===== src/fst_pkg.sv =====
package fst_pkg;

    localparam int POS_W   = 16;
    localparam int CNT_W   = 16;
    localparam int QDEPTH  = 2;

    localparam logic [7:0] CH_NUL    = 8'h00;
    localparam logic [7:0] CH_SPACE  = 8'h20;
    localparam logic [7:0] CH_ZERO   = 8'h30;
    localparam logic [7:0] CH_NINE   = 8'h39;
    localparam logic [7:0] CH_LC_O   = 8'h6F;
    localparam logic [7:0] CH_LC_S   = 8'h73;
    localparam logic [7:0] CH_LC_L   = 8'h6C;
    localparam logic [7:0] CH_UC_L   = 8'h4C;
    localparam logic [7:0] CH_LC_F   = 8'h66;
    localparam logic [7:0] CH_LC_D   = 8'h64;
    localparam logic [7:0] CH_UC_D   = 8'h44;
    localparam logic [7:0] CH_LC_E   = 8'h65;
    localparam logic [7:0] CH_UC_S   = 8'h53;
    localparam logic [7:0] CH_UC_U   = 8'h55;
    localparam logic [7:0] CH_UC_Q   = 8'h51;
    localparam logic [7:0] CH_LPAREN = 8'h28;
    localparam logic [7:0] CH_RPAREN = 8'h29;
    localparam logic [7:0] CH_LBRACE = 8'h7B;
    localparam logic [7:0] CH_RBRACE = 8'h7D;
    localparam logic [7:0] CH_LBRACK = 8'h5B;
    localparam logic [7:0] CH_RBRACK = 8'h5D;

    typedef enum logic [1:0] {
        ST_ELEM = 2'd0,
        ST_END  = 2'd1,
        ST_BAD  = 2'd2
    } t_status;

    typedef enum logic [2:0] {
        CL_BLANK    = 3'd0,
        CL_DIGIT    = 3'd1,
        CL_SIMPLE   = 3'd2,
        CL_COMPOUND = 3'd3,
        CL_NUL      = 3'd4,
        CL_OTHER    = 3'd5
    } t_cls;

    typedef enum logic [1:0] {
        BK_NONE   = 2'd0,
        BK_ROUND  = 2'd1,
        BK_CURLY  = 2'd2,
        BK_SQUARE = 2'd3
    } t_bkind;

    typedef enum logic [3:0] {
        MODE_TOP    = 4'b0001,
        MODE_OPEN   = 4'b0010,
        MODE_INSIDE = 4'b0100,
        MODE_DONE   = 4'b1000
    } t_mode;

    // One classified character as it travels from the front to the back.
    typedef struct packed {
        logic [7:0] char_code;
        logic       restart;
        t_cls       cls;
        t_bkind     open_kind;
        t_bkind     close_kind;
    } t_tok;

endpackage


===== src/fst_if.sv =====
interface fst_in_if;
    logic       valid;
    logic       ready;
    logic [7:0] char_code;
    logic       restart;

    modport source (output valid, output char_code, output restart, input ready);
    modport sink   (input valid, input char_code, input restart, output ready);
endinterface

interface fst_out_if;
    logic        valid;
    logic        ready;
    logic [1:0]  status;
    logic [7:0]  identifier;
    logic [15:0] repeat_count;
    logic [15:0] param_start;
    logic [15:0] param_length;

    modport source (output valid, output status, output identifier, output repeat_count,
                    output param_start, output param_length, input ready);
    modport sink   (input valid, input status, input identifier, input repeat_count,
                    input param_start, input param_length, output ready);
endinterface


===== src/format_string_tokenizer.sv =====
// Data path: an accepted character is written into the queue; the scanner takes it from
// the queue and registers its result, and a stalled output can hold it there in between.
// Throughput: one character per cycle while the output register is free or being taken.
// Reset: i_rst_n is synchronous and active low; it empties the queue, drops any
// pending result and returns the scanner to top level at position zero.
module format_string_tokenizer #(
    parameter int MAX_NEST = 255,
    parameter int MAX_LEN  = 65535
) (
    input  logic       i_clk,
    input  logic       i_rst_n,
    fst_in_if.sink     i_in,
    fst_out_if.source  o_out
);

    // The front end classifies each incoming character: blank, digit, simple
    // element letter, compound element letter, NUL or anything else, and it
    // also tags open and close brackets by kind. Classification is pure logic,
    // so the front takes a transaction whenever the queue has room.
    logic          q_full;
    logic          q_empty;
    logic          push;
    logic          pop;
    fst_pkg::t_tok front_tok;
    fst_pkg::t_tok back_tok;

    fst_front u_front (
        .i_in     (i_in),
        .i_q_full (q_full),
        .o_push   (push),
        .o_tok    (front_tok)
    );

    // A short queue of classified characters decouples the two halves, so a
    // stalled output does not immediately stall the character stream.
    fst_queue u_queue (
        .i_clk   (i_clk),
        .i_rst_n (i_rst_n),
        .i_push  (push),
        .i_tok   (front_tok),
        .i_pop   (pop),
        .o_full  (q_full),
        .o_empty (q_empty),
        .o_tok   (back_tok)
    );

    // The back end holds the scan state: repeat count, pending compound letter,
    // bracket kind and nesting depth, and the text start. It consumes one
    // character per cycle whenever its output register is free or being taken.
    // Once end of string or a malformed sequence is reported it consumes
    // characters silently until one arrives with restart set.
    fst_back #(
        .MAX_NEST (MAX_NEST),
        .MAX_LEN  (MAX_LEN)
    ) u_back (
        .i_clk     (i_clk),
        .i_rst_n   (i_rst_n),
        .i_q_empty (q_empty),
        .i_tok     (back_tok),
        .o_pop     (pop),
        .o_out     (o_out)
    );

endmodule


===== src/fst_front.sv =====
module fst_front (
    fst_in_if.sink         i_in,
    input  logic           i_q_full,
    output logic           o_push,
    output fst_pkg::t_tok  o_tok
);

    logic [7:0] c;

    assign c          = i_in.char_code;
    assign i_in.ready = !i_q_full;
    assign o_push     = i_in.valid && !i_q_full;

    always_comb begin
        o_tok.char_code = c;
        o_tok.restart   = i_in.restart;

        case (c) inside
            fst_pkg::CH_SPACE: o_tok.cls = fst_pkg::CL_BLANK;
            [fst_pkg::CH_ZERO:fst_pkg::CH_NINE]: o_tok.cls = fst_pkg::CL_DIGIT;
            fst_pkg::CH_LC_O, fst_pkg::CH_LC_S, fst_pkg::CH_LC_L, fst_pkg::CH_UC_L,
            fst_pkg::CH_LC_F, fst_pkg::CH_LC_D, fst_pkg::CH_UC_D, fst_pkg::CH_LC_E:
                o_tok.cls = fst_pkg::CL_SIMPLE;
            fst_pkg::CH_UC_S, fst_pkg::CH_UC_U, fst_pkg::CH_UC_Q:
                o_tok.cls = fst_pkg::CL_COMPOUND;
            fst_pkg::CH_NUL: o_tok.cls = fst_pkg::CL_NUL;
            default: o_tok.cls = fst_pkg::CL_OTHER;
        endcase

        case (c)
            fst_pkg::CH_LPAREN: o_tok.open_kind = fst_pkg::BK_ROUND;
            fst_pkg::CH_LBRACE: o_tok.open_kind = fst_pkg::BK_CURLY;
            fst_pkg::CH_LBRACK: o_tok.open_kind = fst_pkg::BK_SQUARE;
            default:            o_tok.open_kind = fst_pkg::BK_NONE;
        endcase

        case (c)
            fst_pkg::CH_RPAREN: o_tok.close_kind = fst_pkg::BK_ROUND;
            fst_pkg::CH_RBRACE: o_tok.close_kind = fst_pkg::BK_CURLY;
            fst_pkg::CH_RBRACK: o_tok.close_kind = fst_pkg::BK_SQUARE;
            default:            o_tok.close_kind = fst_pkg::BK_NONE;
        endcase
    end

endmodule


===== src/fst_queue.sv =====
module fst_queue (
    input  logic           i_clk,
    input  logic           i_rst_n,
    input  logic           i_push,
    input  fst_pkg::t_tok  i_tok,
    input  logic           i_pop,
    output logic           o_full,
    output logic           o_empty,
    output fst_pkg::t_tok  o_tok
);

    localparam int AW = (fst_pkg::QDEPTH > 1) ? $clog2(fst_pkg::QDEPTH) : 1;
    localparam int CW = $clog2(fst_pkg::QDEPTH + 1);
    localparam logic [CW-1:0] FULL_CNT = CW'(fst_pkg::QDEPTH);
    localparam logic [AW-1:0] LAST_IDX = AW'(fst_pkg::QDEPTH - 1);

    fst_pkg::t_tok r_mem [fst_pkg::QDEPTH];
    logic [AW-1:0] r_wr_ptr, n_wr_ptr;
    logic [AW-1:0] r_rd_ptr, n_rd_ptr;
    logic [CW-1:0] r_count,  n_count;

    assign o_full  = (r_count == FULL_CNT);
    assign o_empty = (r_count == '0);
    assign o_tok   = r_mem[r_rd_ptr];

    always_comb begin
        n_wr_ptr = r_wr_ptr;
        n_rd_ptr = r_rd_ptr;
        n_count  = r_count;
        if (i_push) begin
            n_wr_ptr = (r_wr_ptr == LAST_IDX) ? '0 : r_wr_ptr + AW'(1);
        end
        if (i_pop) begin
            n_rd_ptr = (r_rd_ptr == LAST_IDX) ? '0 : r_rd_ptr + AW'(1);
        end
        if (i_push && !i_pop) begin
            n_count = r_count + CW'(1);
        end else if (!i_push && i_pop) begin
            n_count = r_count - CW'(1);
        end
    end

    always_ff @(posedge i_clk) begin
        if (!i_rst_n) begin
            r_wr_ptr <= '0;
            r_rd_ptr <= '0;
            r_count  <= '0;
        end else begin
            r_wr_ptr <= n_wr_ptr;
            r_rd_ptr <= n_rd_ptr;
            r_count  <= n_count;
        end
    end

    always_ff @(posedge i_clk) begin
        if (i_push) begin
            r_mem[r_wr_ptr] <= i_tok;
        end
    end

    a_no_overflow: assert property (@(posedge i_clk) disable iff (!i_rst_n)
        i_push |-> !o_full)
        else $error("queue written while full");

    a_no_underflow: assert property (@(posedge i_clk) disable iff (!i_rst_n)
        i_pop |-> !o_empty)
        else $error("queue read while empty");

    a_count_bound: assert property (@(posedge i_clk) disable iff (!i_rst_n)
        r_count <= FULL_CNT)
        else $error("queue count out of range");

endmodule


===== src/fst_back.sv =====
module fst_back #(
    parameter int MAX_NEST = 255,
    parameter int MAX_LEN  = 65535
) (
    input  logic           i_clk,
    input  logic           i_rst_n,
    input  logic           i_q_empty,
    input  fst_pkg::t_tok  i_tok,
    output logic           o_pop,
    fst_out_if.source      o_out
);

    localparam int DW = $clog2(MAX_NEST + 1);
    localparam logic [DW-1:0] NEST_MAX = DW'(MAX_NEST);
    localparam logic [fst_pkg::POS_W-1:0] LEN_MAX = fst_pkg::POS_W'(MAX_LEN);

    fst_pkg::t_mode               r_mode,    n_mode,    e_mode;
    logic [fst_pkg::POS_W-1:0]    r_pos,     n_pos,     e_pos;
    logic [fst_pkg::CNT_W-1:0]    r_acc,     n_acc,     e_acc;
    logic [7:0]                   r_letter,  n_letter,  e_letter;
    fst_pkg::t_bkind              r_kind,    n_kind,    e_kind;
    logic [DW-1:0]                r_depth,   n_depth,   e_depth;
    logic [fst_pkg::POS_W-1:0]    r_start,   n_start,   e_start;

    logic                         r_out_valid;
    fst_pkg::t_status             r_status,  n_status;
    logic [7:0]                   r_ident,   n_ident;
    logic [fst_pkg::CNT_W-1:0]    r_rep,     n_rep;
    logic [fst_pkg::POS_W-1:0]    r_pstart,  n_pstart;
    logic [fst_pkg::POS_W-1:0]    r_plen,    n_plen;
    logic                         n_emit;

    logic [fst_pkg::CNT_W-1:0]    taken_cnt;
    logic [DW-1:0]                depth_upd;

    assign o_pop = !i_q_empty && (!r_out_valid || o_out.ready);

    assign o_out.valid        = r_out_valid;
    assign o_out.status       = r_status;
    assign o_out.identifier   = r_ident;
    assign o_out.repeat_count = r_rep;
    assign o_out.param_start  = r_pstart;
    assign o_out.param_length = r_plen;

    // A restart character sees the reset state.
    always_comb begin
        if (i_tok.restart) begin
            e_mode   = fst_pkg::MODE_TOP;
            e_pos    = '0;
            e_acc    = '0;
            e_letter = '0;
            e_kind   = fst_pkg::BK_NONE;
            e_depth  = '0;
            e_start  = '0;
        end else begin
            e_mode   = r_mode;
            e_pos    = r_pos;
            e_acc    = r_acc;
            e_letter = r_letter;
            e_kind   = r_kind;
            e_depth  = r_depth;
            e_start  = r_start;
        end
    end

    assign taken_cnt = (e_acc == '0) ? fst_pkg::CNT_W'(1) : e_acc;

    always_comb begin
        n_mode   = e_mode;
        n_pos    = e_pos + fst_pkg::POS_W'(1);
        n_acc    = e_acc;
        n_letter = e_letter;
        n_kind   = e_kind;
        n_depth  = e_depth;
        n_start  = e_start;
        n_emit   = 1'b0;
        n_status = fst_pkg::ST_ELEM;
        n_ident  = '0;
        n_rep    = '0;
        n_pstart = '0;
        n_plen   = '0;
        depth_upd = e_depth;

        if (e_mode == fst_pkg::MODE_DONE) begin
            n_pos = e_pos;
        end else if (e_pos >= LEN_MAX) begin
            n_mode   = fst_pkg::MODE_DONE;
            n_pos    = e_pos;
            n_emit   = 1'b1;
            n_status = fst_pkg::ST_BAD;
        end else begin
            case (e_mode)
                fst_pkg::MODE_TOP: begin
                    case (i_tok.cls)
                        fst_pkg::CL_BLANK: begin
                        end
                        fst_pkg::CL_DIGIT: begin
                            n_acc = {e_acc[fst_pkg::CNT_W-4:0], 3'b000}
                                  + {e_acc[fst_pkg::CNT_W-2:0], 1'b0}
                                  + {{(fst_pkg::CNT_W-4){1'b0}}, i_tok.char_code[3:0]};
                        end
                        fst_pkg::CL_SIMPLE: begin
                            n_emit  = 1'b1;
                            n_ident = i_tok.char_code;
                            n_rep   = taken_cnt;
                            n_acc   = '0;
                        end
                        fst_pkg::CL_COMPOUND: begin
                            n_letter = i_tok.char_code;
                            n_mode   = fst_pkg::MODE_OPEN;
                        end
                        fst_pkg::CL_NUL: begin
                            n_mode   = fst_pkg::MODE_DONE;
                            n_pos    = e_pos;
                            n_emit   = 1'b1;
                            n_status = fst_pkg::ST_END;
                        end
                        default: begin
                            n_mode   = fst_pkg::MODE_DONE;
                            n_pos    = e_pos;
                            n_emit   = 1'b1;
                            n_status = fst_pkg::ST_BAD;
                        end
                    endcase
                end
                fst_pkg::MODE_OPEN: begin
                    if (i_tok.open_kind == fst_pkg::BK_NONE) begin
                        n_mode   = fst_pkg::MODE_DONE;
                        n_pos    = e_pos;
                        n_emit   = 1'b1;
                        n_status = fst_pkg::ST_BAD;
                    end else begin
                        n_kind  = i_tok.open_kind;
                        n_depth = DW'(1);
                        n_start = e_pos + fst_pkg::POS_W'(1);
                        n_mode  = fst_pkg::MODE_INSIDE;
                    end
                end
                fst_pkg::MODE_INSIDE: begin
                    if (i_tok.cls == fst_pkg::CL_NUL) begin
                        n_mode   = fst_pkg::MODE_DONE;
                        n_pos    = e_pos;
                        n_emit   = 1'b1;
                        n_status = fst_pkg::ST_BAD;
                    end else if (i_tok.open_kind == e_kind && e_depth >= NEST_MAX) begin
                        n_mode   = fst_pkg::MODE_DONE;
                        n_pos    = e_pos;
                        n_emit   = 1'b1;
                        n_status = fst_pkg::ST_BAD;
                    end else begin
                        if (i_tok.close_kind == e_kind) begin
                            depth_upd = e_depth - DW'(1);
                        end else if (i_tok.open_kind == e_kind) begin
                            depth_upd = e_depth + DW'(1);
                        end
                        n_depth = depth_upd;
                        if (depth_upd == '0) begin
                            n_emit   = 1'b1;
                            n_ident  = e_letter;
                            n_rep    = taken_cnt;
                            n_acc    = '0;
                            n_pstart = e_start;
                            n_plen   = e_pos - e_start;
                            n_mode   = fst_pkg::MODE_TOP;
                            n_kind   = fst_pkg::BK_NONE;
                        end
                    end
                end
                default: begin
                    n_pos = e_pos;
                end
            endcase
        end
    end

    always_ff @(posedge i_clk) begin
        if (!i_rst_n) begin
            r_mode      <= fst_pkg::MODE_TOP;
            r_pos       <= '0;
            r_acc       <= '0;
            r_letter    <= '0;
            r_kind      <= fst_pkg::BK_NONE;
            r_depth     <= '0;
            r_start     <= '0;
            r_out_valid <= 1'b0;
        end else begin
            if (o_pop) begin
                r_mode      <= n_mode;
                r_pos       <= n_pos;
                r_acc       <= n_acc;
                r_letter    <= n_letter;
                r_kind      <= n_kind;
                r_depth     <= n_depth;
                r_start     <= n_start;
                r_out_valid <= n_emit;
            end else if (o_out.ready) begin
                r_out_valid <= 1'b0;
            end
        end
    end

    always_ff @(posedge i_clk) begin
        if (o_pop && n_emit) begin
            r_status <= n_status;
            r_ident  <= n_ident;
            r_rep    <= n_rep;
            r_pstart <= n_pstart;
            r_plen   <= n_plen;
        end
    end

    a_elem_count: assert property (@(posedge i_clk) disable iff (!i_rst_n)
        (r_out_valid && r_status == fst_pkg::ST_ELEM) |-> (r_rep != '0))
        else $error("element reported with zero repeat count");

    a_done_silent: assert property (@(posedge i_clk) disable iff (!i_rst_n)
        (o_pop && r_mode == fst_pkg::MODE_DONE && !i_tok.restart) |=> !r_out_valid)
        else $error("result produced after end of string");

    a_depth_bound: assert property (@(posedge i_clk) disable iff (!i_rst_n)
        r_depth <= NEST_MAX)
        else $error("nesting depth beyond bound");

    a_pos_bound: assert property (@(posedge i_clk) disable iff (!i_rst_n)
        r_pos <= LEN_MAX)
        else $error("position beyond bound");

endmodule


===== src/flat_wrapper.sv =====
// flat-port wrapper written by rule: the top's interface ports become plain ports
module format_string_tokenizer_flat 
#(
    parameter int MAX_NEST = 255,
    parameter int MAX_LEN  = 65535
)
  (i_clk, i_rst_n, i_in_valid, i_in_char_code, i_in_restart, i_in_ready, o_out_valid, o_out_status, o_out_identifier, o_out_repeat_count, o_out_param_start, o_out_param_length, o_out_ready);
  fst_in_if i_in_i ();
  fst_out_if o_out_i ();
  input  logic i_clk;
  input  logic i_rst_n;
  input wire logic [$bits(i_in_i.valid)-1:0] i_in_valid;
  input wire logic [$bits(i_in_i.char_code)-1:0] i_in_char_code;
  input wire logic [$bits(i_in_i.restart)-1:0] i_in_restart;
  output wire logic [$bits(i_in_i.ready)-1:0] i_in_ready;
  output wire logic [$bits(o_out_i.valid)-1:0] o_out_valid;
  output wire logic [$bits(o_out_i.status)-1:0] o_out_status;
  output wire logic [$bits(o_out_i.identifier)-1:0] o_out_identifier;
  output wire logic [$bits(o_out_i.repeat_count)-1:0] o_out_repeat_count;
  output wire logic [$bits(o_out_i.param_start)-1:0] o_out_param_start;
  output wire logic [$bits(o_out_i.param_length)-1:0] o_out_param_length;
  input wire logic [$bits(o_out_i.ready)-1:0] o_out_ready;
  assign i_in_i.valid = i_in_valid;
  assign i_in_i.char_code = i_in_char_code;
  assign i_in_i.restart = i_in_restart;
  assign i_in_ready = i_in_i.ready;
  assign o_out_valid = o_out_i.valid;
  assign o_out_status = o_out_i.status;
  assign o_out_identifier = o_out_i.identifier;
  assign o_out_repeat_count = o_out_i.repeat_count;
  assign o_out_param_start = o_out_i.param_start;
  assign o_out_param_length = o_out_i.param_length;
  assign o_out_i.ready = o_out_ready;
  format_string_tokenizer #(.MAX_NEST(MAX_NEST), .MAX_LEN(MAX_LEN)) u_core (.i_clk(i_clk), .i_rst_n(i_rst_n), .i_in(i_in_i), .o_out(o_out_i));
endmodule

===== config.mk =====
export PLATFORM = sky130hd
export DESIGN_NAME = format_string_tokenizer_flat
export DESIGN_NICKNAME = d
export VERILOG_FILES = /design/src/fst_pkg.sv /design/src/fst_if.sv /design/src/format_string_tokenizer.sv /design/src/fst_front.sv /design/src/fst_queue.sv /design/src/fst_back.sv /design/src/flat_wrapper.sv
export SDC_FILE = /design/constraint.sdc
export NUM_CORES = 1
export LEC_CHECK = 0
export ABC_AREA = 1
export ABC_CLOCK_PERIOD_IN_PS = 4900
export BUFFER_PORTS_ARGS = -buffer_cell sky130_fd_sc_hd__buf_2
export CORE_UTILIZATION = 50
export CTS_BUF_LIST = sky130_fd_sc_hd__clkbuf_16
export DETAILED_ROUTE_END_ITERATION = 8
export GPL_TIMING_DRIVEN = 1
export PLACE_DENSITY = 0.77
export SYNTH_ARGS = -nofsm -noshare
export SYNTH_HDL_FRONTEND = slang
export SYNTH_SLANG_ARGS = --single-unit
export TNS_END_PERCENT = 30

===== constraint.sdc =====
create_clock -name i_clk -period 4.9 [get_ports i_clk]
set_input_delay 0.49 -clock i_clk [delete_from_list [all_inputs] [get_ports i_clk]]
set_output_delay 0.49 -clock i_clk [all_outputs]
set_load 0.05 [all_outputs]

==> impl_summary.log <==
INFO  metric outcome = completed
INFO  metric fin_crit = 3870 ps
INFO  metric routed_wl = 27.6 mm
INFO  metric die_h = 147 um
INFO  metric n_antenna_cell = 0
INFO  metric grt_max_degree = 48
INFO  metric drv_slew = 0
INFO  metric synth_compound_area_share = 17.5%
INFO  metric residual_antenna_violating_net_count_after_detailed_routing = 0
INFO  metric xor_xnor_share_of_the_synthesized_area = 2.09%
INFO  metric synthesis.area = 10500 sq um
INFO  metric netlist-cell-type-count = 54
INFO  metric place.detailed.hpwl = 19.8 mm
INFO  metric post_synthesis_net_count = 1456
INFO  metric grt_usage = 26.0%
INFO  metric path_buf_inv = 3
INFO  metric critical_path.top_delay_family = compound AO/OA/AOI/OAI gates
INFO  metric setup_repair_after_global_routing_missed_its_margin = no
INFO  metric critical_path_peak_fanout = 17
INFO  metric vdd_drop_max = 284 uV
INFO  metric detail_route.first_pass.iterations = 5
INFO  metric cts.clk_slew.worst_paths = 70 ps
INFO  metric post_synth_inst_count = 1398
INFO  metric max_stage_delay = 460 ps
INFO  metric synth.mux.area_fraction = 0.0956%
INFO  metric yosys.cell_count.top_type = nand2_1
INFO  metric worst_hold_startpoint = i_in_restart
INFO  metric netlist_top_cells_count = nand2_1, inv_1, a21oi_1
INFO  metric tightest_slew = 693 ps
INFO  metric share_of_synthesized_registers_carrying_an_async_set_or_reset = 0%
INFO  metric synth_edf_count = 90
INFO  metric end_kind = flip-flop
INFO  metric drt_first_iter_violations = 1003
INFO  metric postCtsSetupBuffers = 0
INFO  metric route.detailed.drc = 0
INFO  metric grt_overflow_total = 0
INFO  metric clock_latency = 440 ps
INFO  metric pwr_density_cell = 630 nW/um^2
INFO  metric dieArea = 21500 sq um
INFO  metric cts.sinks = 166
INFO  metric switching_pwr = 3.68 mW
INFO  metric port_buffers = 72
INFO  metric synth_top_family_by_area = simple AND/OR/NAND/NOR gates
INFO  metric design.portCount = 73
INFO  metric crit_path_start_kind = flip-flop
INFO  metric fp.coreArea = 20400 sq um
INFO  metric critical_path_class = flip-flop to flip-flop
INFO  metric cell_internal_pwr = 3.65 mW
INFO  metric route.detailed.vias_per_inst = 5.69
INFO  metric cap_viol_max_count = 0
INFO  metric setup_tns = 0 ps
INFO  metric pwr-share-comb = 52.9%
INFO  metric synth-adder-area-share = 5.52%
INFO  metric critical_path.cell_chain = inv_2 > nand2_4 > nand2_4 > nor2_1 > inv_1 > ha_1 > fa_1 > inv_1 > nand2_1 > nand2_1 > a21oi_1 > o21ai_0 > a31oi_1 > o21ai_0 > a21oi_1 > o21bai_1 > a21oi_1 > o21a_1
INFO  metric netlist_top_cells_area = edfxtp_1, dfxtp_1, nand2_1
INFO  metric synth_flop_cell = edfxtp_1
INFO  metric route.detailed.wl_per_inst = 15.9 um
INFO  metric antenna_found_initial = 0
INFO  metric max-slew-margin-rel = 53.8%
INFO  metric cts_made_buffers = 17
INFO  metric gp_congestion = 0.934
INFO  metric cellLeakagePower = 4.93 nW
INFO  metric finalHoldViolCount = 0
INFO  metric start_util = 51.4%
INFO  metric synth_area_leader_cell = edfxtp_1
INFO  metric layout-drive-gt1-share = 12.7%
INFO  metric portion_of_the_clock_cycle_consumed_by_the_worst_path_in_the_final_layout = 79.1%
INFO  metric area_share_of_the_leading_cell_type_in_the_synthesized_netlist = 25.8%
INFO  metric maxClockFrequency = 0.258 GHz
INFO  metric cts.repair.resized = 0
INFO  metric power_frac_seq = 28.7%
INFO  metric tritoncts = done
INFO  metric grt_pass1_vias = 9072
INFO  metric ctsHtreeMaxLevel = 4
INFO  metric cts.hold.buffers_added = 0
INFO  metric synth_seq_area_share = 40.3%
INFO  metric syn-mean-instance-area = 7.49 sq um
INFO  metric worst_ep_arrival_time = 4070 ps
INFO  metric worst-endpoint-required = 5100 ps
INFO  metric cts.path.max_buffers = 2
INFO  metric worst_hold_path_type = primary input to flip-flop
INFO  metric power_share_of_the_clock_group = 18.4%
INFO  metric ys_ff_latch = 166
INFO  metric synth_simple_gate_area_share = 25.6%
INFO  metric cts-root-buf = clkbuf_16
INFO  metric dieWidth = 147 um
INFO  metric power.total = 7.33 mW
INFO  metric layout.nets = 1515
INFO  metric grt_first_pass_wirelength = 44.7 mm
INFO  metric row_count = 52
INFO  metric yosys_warnings = 0
INFO  metric netSwitchingFraction = 50.2%
INFO  metric worst_path_max_delay_cell = dfxtp_1
INFO  metric areaGrowthSynthToFinish = 11.2%
INFO  metric path_common_cell = a21oi_1
INFO  metric finalSetupViolCount = 0
INFO  metric worst_clock_skew = 16.0 ps
INFO  metric detailroute.via_count = 9898
## metrics by stage
step | util (%) | cell area, sq um | setup WS [ps] | std cells | hold slack [ps]
finish | 57.2 | 11600 | 1030 | 1740 | 259
CTS | 57.2 | 11600 | 1050 | 1740 | 244
detailed placement | 54.3 | 11100 | 1080 | 1708 | 447
global route | 57.2 | 11600 | 627 | 1740 | 251
floorplan | - | 10500 | 1330 | 1398 | 426
global placement | 54.3 | 11100 | 1260 | 1708 | 439
## layer usage
layer	GRT usage (%)	up-vias	part of all wire, %	wire length, um
li1	-	4832	-	-
met1	35.3	4509	44	12200
met2	41.0	487	45	12300
met3	4.81	70	8.4	2310
met4	9.90	0	2.7	753
met5	0	-	0	0
## cell type report
type,count,area [sq um]
fillers,1866,8720
multi-input cells,1005,5340
flip-flops and latches,166,4220
inverters,179,672
repair buffers,88,493
clock buffers,17,425
well taps,270,338
clock inverters,15,151
## power by group through the flow
stage	clock (mW)	combinational, mW	sequential (mW)
3_3_place_gp	0	3.78	2.12
4_1_cts	1.36	3.82	2.10
3_5_place_dp	0	3.81	2.13
6_report	1.35	3.88	2.10
2_1_floorplan	0	2.13	2.88
5_1_grt	1.41	4.18	2.14
## worst paths after layout
check,end,slack [ps],cells past startpoint
worst max-delay path,u_core.u_back.o_out.param_length[12]$_SDFFCE_PP0P_,1030,18
worst min-delay path,u_core.u_queue.r_mem[1][7]$_DFFE_PP_,260,1
worst max register to register,u_core.u_back.o_out.param_length[12]$_SDFFCE_PP0P_,1030,18
worst min register to register,u_core.u_queue.r_rd_ptr$_SDFFE_PN0P_,450,1
## logic make-up after synthesis
| family | Yosys count |
|---|---|
| buffers and inverters | 227 |
| adder cells (fa/ha/maj) | 45 |
| AO/OA/AOI/OAI | 325 |
| XOR/XNOR | 25 |
| AND/OR/NAND/NOR | 609 |
| flip-flops | 166 |
| multiplexers | 1 |
## registers in the layout, summed over array words and instances (netlist names), named ones only
register	flops
u_core.u_queue.r_count	2
u_core.u_queue.r_mem	32
u_core.u_back.o_out.identifier	8
u_core.u_queue.r_wr_ptr	1
u_core.u_back.r_kind	2
u_core.u_back.r_depth	8
u_core.u_back.o_out.param_start	16
u_core.u_back.o_out.repeat_count	16
u_core.u_back.r_acc	16
u_core.u_back.o_out.param_length	16
u_core.u_back.r_pos	16
u_core.u_queue.r_rd_ptr	1
u_core.u_back.r_start	16
u_core.u_back.r_letter	8
u_core.u_back.o_out.valid	1
u_core.u_back.o_out.status	2
u_core.u_back.r_mode	4
## cell usage in the layout, fill, tap and decap left out, drive strengths merged, types with 3 or more instances in the layout
cell type,count
o221ai,5
ha,43
nand3,53
xnor2,6
o31ai,3
or2,5
o2111ai,3
o21a,6
xor2,19
a31oi,4
o211ai,26
inv,185
nand2,339
o22ai,16
clkinv,4
edfxtp,90
nor3,24
a21oi,147
buf,88
a221oi,3
clkbuf,17
nor2,156
o21ai,97
dfxtp,76
nor4,5
o21bai,4
a22oi,3
nand4,24
clkinvlp,3
(Power assumes the default switching activity.)
